--- src/rtl/core/sorted_list_table_macros.svh ---
// Assertion macros shared by the sorted list table RTL.
// Each macro expects signals named clk and rst in the scope where it is used.
`ifndef SORTED_LIST_TABLE_MACROS_SVH
`define SORTED_LIST_TABLE_MACROS_SVH

`ifndef NO_ASSERTIONS

`define SLT_ASSERT_SAME(label, ante, cons) \
  label: assert property (@(posedge clk) disable iff (rst) (ante) |-> (cons)) \
    else $error("sorted list table check failed");

`define SLT_ASSERT_NEXT(label, ante, cons) \
  label: assert property (@(posedge clk) disable iff (rst) (ante) |=> (cons)) \
    else $error("sorted list table check failed");

`else

`define SLT_ASSERT_SAME(label, ante, cons)

`define SLT_ASSERT_NEXT(label, ante, cons)

`endif

`endif

--- src/rtl/core/slt_pkg.sv ---
`default_nettype none

package slt_pkg;

  // Table geometry.
  localparam int CAPACITY = 16;
  localparam int IDX_W    = $clog2(CAPACITY);
  localparam int CNT_W    = $clog2(CAPACITY + 1);

  // Fixed field widths of the command and response beats.
  localparam int VALUE_W   = 32;
  localparam int POS_W     = 6;
  localparam int CMD_W     = 2;
  localparam int STATUS_W  = 2;
  localparam int FOUND_W   = 4;
  localparam int COUNT_W   = 5;

  typedef enum logic [CMD_W-1:0] {
    CMD_INSERT     = 2'd0,
    CMD_FIND       = 2'd1,
    CMD_REMOVE_AT  = 2'd2,
    CMD_REMOVE_VAL = 2'd3
  } command_t;

  typedef enum logic [STATUS_W-1:0] {
    ST_OK    = 2'd0,
    ST_EMPTY = 2'd1,
    ST_MISS  = 2'd2,
    ST_FULL  = 2'd3
  } status_t;

  // Strobes from the controller to the datapath.
  typedef struct packed {
    logic load;
    logic compare;
    logic commit;
  } dp_ctrl_t;

endpackage

`default_nettype wire

--- src/rtl/core/slt_interfaces.sv ---
`default_nettype none

// Command channel: one beat carries one table command.
interface slt_cmd_if;
  logic                valid;
  logic                ready;
  logic [1:0]          command;
  logic signed [31:0]  value;
  logic signed [5:0]   position;

  modport source (output valid, output command, output value, output position, input ready);
  modport sink (input valid, input command, input value, input position, output ready);
endinterface

// Response channel: one beat per command.
interface slt_rsp_if;
  logic        valid;
  logic        ready;
  logic [1:0]  status;
  logic [3:0]  found_position;
  logic [4:0]  entry_count;

  modport source (output valid, output status, output found_position, output entry_count,
                  input ready);
  modport sink (input valid, input status, input found_position, input entry_count,
                output ready);
endinterface

`default_nettype wire

--- src/rtl/core/slt_ctrl.sv ---
`default_nettype none

`include "sorted_list_table_macros.svh"

module slt_ctrl
  import slt_pkg::*;
(
  input  wire logic     clk,
  input  wire logic     rst,
  input  wire logic     in_valid,
  output logic          in_ready,
  output logic          out_valid,
  input  wire logic     out_ready,
  output dp_ctrl_t      ctrl
);

  typedef enum logic [2:0] {
    S_IDLE = 3'b001,
    S_CMP  = 3'b010,
    S_EXEC = 3'b100
  } state_t;

  state_t state;
  state_t state_next;
  logic   accept;
  logic   commit;

  // A new command is taken whenever the datapath is free; the response
  // register holds the previous answer independently.
  assign in_ready = (state == S_IDLE);
  assign accept   = in_valid && in_ready;
  assign commit   = (state == S_EXEC) && (!out_valid || out_ready);

  assign ctrl.load    = accept;
  assign ctrl.compare = (state == S_CMP);
  assign ctrl.commit  = commit;

  // Next-state logic.
  always_comb begin
    state_next = state;
    unique case (state)
      S_IDLE: begin
        if (in_valid) begin
          state_next = S_CMP;
        end
      end
      S_CMP: begin
        state_next = S_EXEC;
      end
      S_EXEC: begin
        if (commit) begin
          state_next = S_IDLE;
        end
      end
      default: begin
        state_next = S_IDLE;
      end
    endcase
  end

  // State register and response valid flag.
  always_ff @(posedge clk) begin
    if (rst) begin
      state     <= S_IDLE;
      out_valid <= 1'b0;
    end else begin
      state <= state_next;
      if (commit) begin
        out_valid <= 1'b1;
      end else if (out_ready) begin
        out_valid <= 1'b0;
      end
    end
  end

  // A committed command always leaves a response waiting in the next cycle.
  `SLT_ASSERT_NEXT(a_commit_gives_rsp, commit, out_valid)
  // A response only appears straight after a commit.
  `SLT_ASSERT_SAME(a_rsp_from_commit, $rose(out_valid), $past(commit))
  // The compare cycle always follows an accepted command.
  `SLT_ASSERT_SAME(a_cmp_after_accept, state == S_CMP, $past(accept))

endmodule

`default_nettype wire

--- src/rtl/core/slt_datapath.sv ---
`default_nettype none

module slt_datapath
  import slt_pkg::*;
(
  input  wire logic                        clk,
  input  wire logic                        rst,
  input  wire dp_ctrl_t                    ctrl,
  input  wire logic [CMD_W-1:0]            command,
  input  wire logic signed [VALUE_W-1:0]   value,
  input  wire logic signed [POS_W-1:0]     position,
  output logic [STATUS_W-1:0]              status,
  output logic [FOUND_W-1:0]               found_position,
  output logic [COUNT_W-1:0]               entry_count
);

  // Captured command.
  command_t                   cmd_q;
  logic signed [VALUE_W-1:0]  value_q;
  logic signed [POS_W-1:0]    pos_q;

  // Table storage, kept in ascending order below count.
  logic signed [VALUE_W-1:0]  entries [CAPACITY];
  logic [CNT_W-1:0]           count;

  // Per-entry compare flags.
  logic [CAPACITY-1:0]        lt_now;
  logic [CAPACITY-1:0]        eq_now;
  logic [CAPACITY-1:0]        lt_q;
  logic [CAPACITY-1:0]        eq_q;

  // Execution decisions.
  logic [IDX_W-1:0]           lb;
  logic                       lb_ok;
  logic                       hit;
  logic                       pos_ok;
  logic                       do_ins;
  logic                       do_del;
  logic [IDX_W-1:0]           del_idx;
  status_t                    status_n;
  logic [FOUND_W-1:0]         found_n;
  logic [CNT_W-1:0]           count_n;

  // Result register.
  status_t                    status_q;
  logic [FOUND_W-1:0]         found_q;
  logic [CNT_W-1:0]           count_out_q;

  // Capture the command beat.
  always_ff @(posedge clk) begin
    if (ctrl.load) begin
      cmd_q   <= command_t'(command);
      value_q <= value;
      pos_q   <= position;
    end
  end

  // Every live entry is compared against the value at once.
  always_comb begin
    for (int i = 0; i < CAPACITY; i++) begin
      lt_now[i] = (i < int'(count)) && (entries[i] < value_q);
      eq_now[i] = (i < int'(count)) && (entries[i] == value_q);
    end
  end

  always_ff @(posedge clk) begin
    if (ctrl.compare) begin
      lt_q <= lt_now;
      eq_q <= eq_now;
    end
  end

  // The less-than flags form a run of ones from the bottom, so the insertion
  // point is the lowest clear flag.
  always_comb begin
    lb    = '0;
    lb_ok = 1'b0;
    for (int i = CAPACITY - 1; i >= 0; i--) begin
      if (!lt_q[i]) begin
        lb    = IDX_W'(i);
        lb_ok = 1'b1;
      end
    end
  end

  assign hit     = lb_ok && eq_q[lb];
  assign pos_ok  = !pos_q[POS_W-1] && (int'(pos_q[POS_W-2:0]) < int'(count));

  // Command decode and outcome.
  always_comb begin
    do_ins   = 1'b0;
    do_del   = 1'b0;
    del_idx  = lb;
    status_n = ST_OK;
    found_n  = '0;
    count_n  = count;
    if (cmd_q == CMD_INSERT) begin
      if (int'(count) >= CAPACITY) begin
        status_n = ST_FULL;
      end else begin
        do_ins  = 1'b1;
        count_n = count + CNT_W'(1);
      end
    end else if (count == '0) begin
      status_n = ST_EMPTY;
    end else if (cmd_q == CMD_REMOVE_AT) begin
      if (pos_ok) begin
        do_del  = 1'b1;
        del_idx = pos_q[IDX_W-1:0];
        count_n = count - CNT_W'(1);
      end else begin
        status_n = ST_MISS;
      end
    end else begin
      if (hit) begin
        if (cmd_q == CMD_FIND) begin
          found_n = FOUND_W'(lb);
        end else begin
          do_del  = 1'b1;
          count_n = count - CNT_W'(1);
        end
      end else begin
        status_n = ST_MISS;
      end
    end
  end

  // Each slot holds, moves up, moves down or takes the new value on commit.
  for (genvar g = 0; g < CAPACITY; g++) begin : g_slot
    logic signed [VALUE_W-1:0] from_below;
    logic signed [VALUE_W-1:0] from_above;

    if (g == 0) begin : g_first
      assign from_below = value_q;
    end else begin : g_rest
      assign from_below = entries[g-1];
    end

    if (g == CAPACITY - 1) begin : g_last
      assign from_above = entries[g];
    end else begin : g_inner
      assign from_above = entries[g+1];
    end

    always_ff @(posedge clk) begin
      if (ctrl.commit) begin
        if (do_ins) begin
          if (g > int'(lb)) begin
            entries[g] <= from_below;
          end else if (g == int'(lb)) begin
            entries[g] <= value_q;
          end
        end else if (do_del && (g >= int'(del_idx))) begin
          entries[g] <= from_above;
        end
      end
    end
  end

  // Fill count.
  always_ff @(posedge clk) begin
    if (rst) begin
      count <= '0;
    end else if (ctrl.commit) begin
      count <= count_n;
    end
  end

  // Response payload.
  always_ff @(posedge clk) begin
    if (ctrl.commit) begin
      status_q    <= status_n;
      found_q     <= found_n;
      count_out_q <= count_n;
    end
  end

  assign status         = status_q;
  assign found_position = found_q;
  assign entry_count    = COUNT_W'(count_out_q);

endmodule

`default_nettype wire

--- src/rtl/core/sorted_list_table.sv ---
// Sorted list table: holds up to CAPACITY (16) signed 32-bit values in
// ascending order and answers one command per cmd beat with exactly one rsp
// beat. Commands are insert, find, remove at position and remove by value;
// each answer gives a status (ok, empty, not found or bad position, full), the
// position found by a find and the entry count afterwards. An insert into a
// full table is dropped with status full. Every command passes through these
// steps in order: it is accepted and captured, all live entries are compared
// against the value in parallel, and then the whole table shifts in a single
// step and the response register is loaded, a step that stalls while the
// previous response has not been taken; the response waits from the cycle
// after the load. A new command can be accepted while the previous response
// still waits, but no new command is taken until the last one is through.
// No clearing pass is needed after reset.

`default_nettype none

module sorted_list_table
  import slt_pkg::*;
(
  input  wire logic    clk,
  input  wire logic    rst,
  slt_cmd_if.sink      cmd,
  slt_rsp_if.source    rsp
);

  dp_ctrl_t ctrl;

  slt_ctrl u_ctrl (
    .clk       (clk),
    .rst       (rst),
    .in_valid  (cmd.valid),
    .in_ready  (cmd.ready),
    .out_valid (rsp.valid),
    .out_ready (rsp.ready),
    .ctrl      (ctrl)
  );

  slt_datapath u_datapath (
    .clk            (clk),
    .rst            (rst),
    .ctrl           (ctrl),
    .command        (cmd.command),
    .value          (cmd.value),
    .position       (cmd.position),
    .status         (rsp.status),
    .found_position (rsp.found_position),
    .entry_count    (rsp.entry_count)
  );

endmodule

`default_nettype wire
--- src/flat_wrapper.sv ---
// flat-port wrapper written by rule: the top's interface ports become plain ports
module sorted_list_table_flat import slt_pkg::*;
  (clk, rst, cmd_valid, cmd_command, cmd_value, cmd_position, cmd_ready, rsp_valid, rsp_status, rsp_found_position, rsp_entry_count, rsp_ready);
  slt_cmd_if cmd_i ();
  slt_rsp_if rsp_i ();
  input  wire logic clk;
  input  wire logic rst;
  input wire logic [$bits(cmd_i.valid)-1:0] cmd_valid;
  input wire logic [$bits(cmd_i.command)-1:0] cmd_command;
  input wire logic [$bits(cmd_i.value)-1:0] cmd_value;
  input wire logic [$bits(cmd_i.position)-1:0] cmd_position;
  output wire logic [$bits(cmd_i.ready)-1:0] cmd_ready;
  output wire logic [$bits(rsp_i.valid)-1:0] rsp_valid;
  output wire logic [$bits(rsp_i.status)-1:0] rsp_status;
  output wire logic [$bits(rsp_i.found_position)-1:0] rsp_found_position;
  output wire logic [$bits(rsp_i.entry_count)-1:0] rsp_entry_count;
  input wire logic [$bits(rsp_i.ready)-1:0] rsp_ready;
  assign cmd_i.valid = cmd_valid;
  assign cmd_i.command = cmd_command;
  assign cmd_i.value = cmd_value;
  assign cmd_i.position = cmd_position;
  assign cmd_ready = cmd_i.ready;
  assign rsp_valid = rsp_i.valid;
  assign rsp_status = rsp_i.status;
  assign rsp_found_position = rsp_i.found_position;
  assign rsp_entry_count = rsp_i.entry_count;
  assign rsp_i.ready = rsp_ready;
  sorted_list_table u_core (.clk(clk), .rst(rst), .cmd(cmd_i), .rsp(rsp_i));
endmodule
--- config.mk ---
export PLATFORM = sky130hd
export DESIGN_NAME = sorted_list_table_flat
export DESIGN_NICKNAME = d
export VERILOG_FILES = /design/src/rtl/core/slt_pkg.sv /design/src/rtl/core/slt_interfaces.sv /design/src/rtl/core/slt_ctrl.sv /design/src/rtl/core/slt_datapath.sv /design/src/rtl/core/sorted_list_table.sv /design/src/flat_wrapper.sv
export VERILOG_INCLUDE_DIRS = /design/src /design/src/rtl/core
export SDC_FILE = /design/constraint.sdc
export NUM_CORES = 2
export LEC_CHECK = 0
export CORE_ASPECT_RATIO = 1.5
export CORE_MARGIN = 3
export CORE_UTILIZATION = 55
export CTS_BUF_LIST = sky130_fd_sc_hd__clkbuf_8
export DETAILED_ROUTE_END_ITERATION = 8
export DONT_BUFFER_PORTS = 1
export GPL_TIMING_DRIVEN = 0
export PLACE_DENSITY = 0.71
export SYNTH_ARGS = -nofsm -noshare
export SYNTH_HDL_FRONTEND = slang
export SYNTH_SLANG_ARGS = --single-unit
--- constraint.sdc ---
create_clock -name clk -period 14.9 [get_ports clk]
set_input_delay 0.745 -clock clk [delete_from_list [all_inputs] [get_ports clk]]
set_output_delay 0.745 -clock clk [all_outputs]
set_load 0.01 [all_outputs]
==> results.py <==
metrics = {
    "global_routing": {
        "grt_first_pass_wirelength_um": 209200,
        "grt_pass1_vias": 33521,
        "grt_util_met1_pct": 42.79,
        "antenna_found_initial": 2,
        "grt_util_met3_pct": 4.597,
        "use_met2_pct": 59.23,
        "grt_usage_pct": 35.55,
        "gr-total-overflow": 0,
        "grt_max_degree": 42,
        "gr-max-usage-layer": "met2",
    },
    "routing": {
        "drt_iter0_markers": 3573,
        "first_pass_iters": 5,
        "via_per_inst": 6.589,
        "postRouteAntennaNets": 0,
        "wire_per_inst_um": 27.80,
        "remaining_drc_errors": 0,
        "routed_wl_um": 142400,
        "vias": 33754,
    },
    "placement": {
        "place.gp.congestion": 0.9917,
        "place_area_sq_um": 42850,
        "place_inst": 4941,
        "io_buffers": 0,
        "hpwl_um": 110600,
    },
    "outcome": {
        "violations": "max-capacitance violations, max-slew violations",
        "outcome": "complete, but fails checks",
    },
    "clock_tree": {
        "holdBufCountCts": 0,
        "clk_latency_ps": 760,
        "cts_buffers": 100,
        "cts_tree": "yes",
        "clk_pin_slew_ps": 70,
        "htree_levels": 3,
        "postCtsSetupRepairBufs": 0,
        "cts-resized-gates": 0,
        "cts.sinks": 604,
        "clockRootBuffer": "clkbuf_8",
        "clockBufferDepth": 3,
    },
    "synthesis": {
        "syn_area_per_cell_sq_um": 10.51,
        "synth_flop_cell": "edfxtp_1",
        "ys_types": 75,
        "ys.warnings.count": 0,
        "syn-cell-area_sq_um": 41360,
        "synth_edf_count": 595,
        "yosysSeqAreaShare_pct": 43.64,
        "netlist_instances": 3935,
        "synth-seq-cells": 604,
        "synth_fp_nets": 4498,
        "async_flop_share_pct": 0,
    },
    "setup_path": {
        "cp-start-kind": "register",
        "end_kind": "register",
        "path_class": "register to register",
        "cp_max_fo": 32,
        "cp.arrival_ps": 6290,
        "worstPathRequired_ps": 15180,
    },
    "sta": {
        "setup-violations-final": 0,
        "finalCritPeriodShare_pct": 40.36,
        "rsz0062_at_grt": "no",
        "tns_ps": 0,
        "fmax_mhz": 166.3,
        "max_slew.worst_pin.slew_ps": 1532,
        "clock_skew_ps": 44.49,
        "drv_slew": 24,
        "hold_violations": 0,
        "slew_headroom_pct": -2.160,
        "min_period_ps": 6014,
    },
    "die": {
        "row_count": 122,
        "die_h_um": 341.8,
        "coreArea_sq_um": 74190,
        "die_width_um": 229.9,
        "dieArea_sq_um": 78590,
        "num_io_pins": 57,
        "initial_core_util_pct": 55.75,
    },
    "cells_and_area": {
        "drive_above_1_share_pct": 10.36,
        "fill_cells": 6500,
        "final_cell_mix": "edfxtp_1 (595), a21oi_1 (575), ha_1 (519)",
        "final_cells": 5123,
        "final_common_cell": "edfxtp_1",
        "area_delta_synth_final_pct": 8.308,
        "fin_nets": 4615,
        "ff_latch_area_sq_um": 18050,
        "stdcell_area_sq_um": 44790,
        "multiInputGateArea_sq_um": 22240,
    },
    "power_and_ir_drop": {
        "power_frac_clock_pct": 40.6,
        "power.leakage_nw": 17.33,
        "p_int_mw": 2.688,
        "power_frac_comb_pct": 8.5,
        "swShare_pct": 26.64,
        "vdd_drop_max_mv": 0.07117,
        "p_sw_mw": 0.9765,
        "p_per_area_nw_per_um2": 81.82,
        "seqPwrFrac_pct": 50.9,
    },
    "run": {
        "drv_cap": 2,
    },
    "worst_hold_path": {
        "hold_path_class": "primary input to register",
    },
}
[critical path, stage by stage, from the launching register on]
cell	delay, ps
edfxtp_1	450
nor2b_1	210
o2111ai_1	300
a31oi_4	580
mux2i_1	410
a211oi_1	130
o21ai_1	430
a211oi_2	250
buf_2	260
o21ai_0	990
buf_2	390
buf_1	470
nand2_2	660
[synthesized netlist by cell type, drive strengths merged, types with 41 or more instances]
cell / n / area, sq um
mux2: 257 / 2988
a21o: 107 / 803.3
nor2: 500 / 1877
nor2b: 63 / 394.1
mux2i: 198 / 1982
buf: 71 / 369.1
nand2: 195 / 734.5
ha: 519 / 6494
edfxtp: 595 / 17870
clkbuf: 134 / 505.5
nand2b: 41 / 256.5
nand4: 107 / 684.4
inv: 69 / 259.0
a21oi: 575 / 2878
o21ai: 211 / 1056
[layout make-up]
class	count	share of cell area, %
multi-input combinational	3057	49.65
inverter	69	0.5782
timing repair buffer	15	0.5084
clock buffer	103	3.165
buffer	205	1.953
clock inverter	77	1.081
tap	992	2.771
sequential	604	40.29
antenna	1	0.005587
[final timing paths]
check,cells past startpoint,slack [ps],endpoint,startpoint
worst max-delay path,12,8890,u_core.u_datapath.entries[0][165],u_core.u_datapath.lt_q[15]
worst max register to register,12,8890,u_core.u_datapath.entries[0][165],u_core.u_datapath.lt_q[15]
worst min register to register,1,550,u_core.u_ctrl.state[2],u_core.u_ctrl.state[0]
worst min-delay path,0,80,u_core.u_datapath.g_slot[0].from_below[0],cmd_value[0]
[power by group through the flow]
| stage | logic (mW) | clock network [mW] | registers (mW) |
|---|---|---|---|
| after floorplan | 0.195 | 0 | 1.90 |
| after global placement | 0.287 | 0 | 1.90 |
| after detailed placement | 0.301 | 0 | 1.90 |
| after CTS | 0.303 | 1.49 | 1.87 |
| after global routing | 0.341 | 1.57 | 1.87 |
| final | 0.310 | 1.49 | 1.87 |
[flip-flops by register name, summed over array words and instances, names as in the netlist]
| register | cells |
|---|---|
| u_core.u_datapath.lt_q | 16 |
| u_core.u_datapath.eq_q | 16 |
| u_core.u_datapath.entries | 512 |
| u_core.u_datapath.g_slot.from_below | 32 |
| u_core.u_datapath.count | 5 |
| u_core.u_datapath.entry_count | 5 |
| u_core.u_datapath.cmd_q | 2 |
| u_core.u_datapath.status | 2 |
| u_core.u_datapath.found_position | 4 |
| u_core.u_ctrl.out_valid | 1 |
| u_core.u_ctrl.state | 3 |
| u_core.u_datapath.pos_q | 6 |
[logic make-up (layout without fill, tap and decap cells)]
kind of cell / after synthesis / in the layout / share of synthesized area [%]
compound gates: 1016 / 1016 / 13.97
xor+xnor: 8 / 8 / 0.1694
fa+ha+maj: 519 / 519 / 15.70
buf+inv: 274 / 469 / 2.741
flops: 604 / 604 / 43.64
mux: 455 / 455 / 12.02
other cells: 0 / 1 / 0
simple gates: 1059 / 1059 / 11.76
[metal layers]
layer	up-vias	wire length (um)
met2	1731	67490
met1	16325	52560
met3	560	10410
li1	15138	-
met4	0	11940
met5	-	0
[per-stage QoR]
step	setup slack (ps)	total power, mW	hold WS (ps)	utilization, %
final	8886	3.665	79.60	60.38
after global routing	8792	3.773	61.54	60.38
after CTS	8764	3.661	40.72	60.33
after detailed placement	8808	2.203	539.2	57.76
after global placement	7587	2.190	521.4	57.42
after floorplan	10060	2.090	482.2	-
No activity file was read; power rests on OpenSTA's default activity.
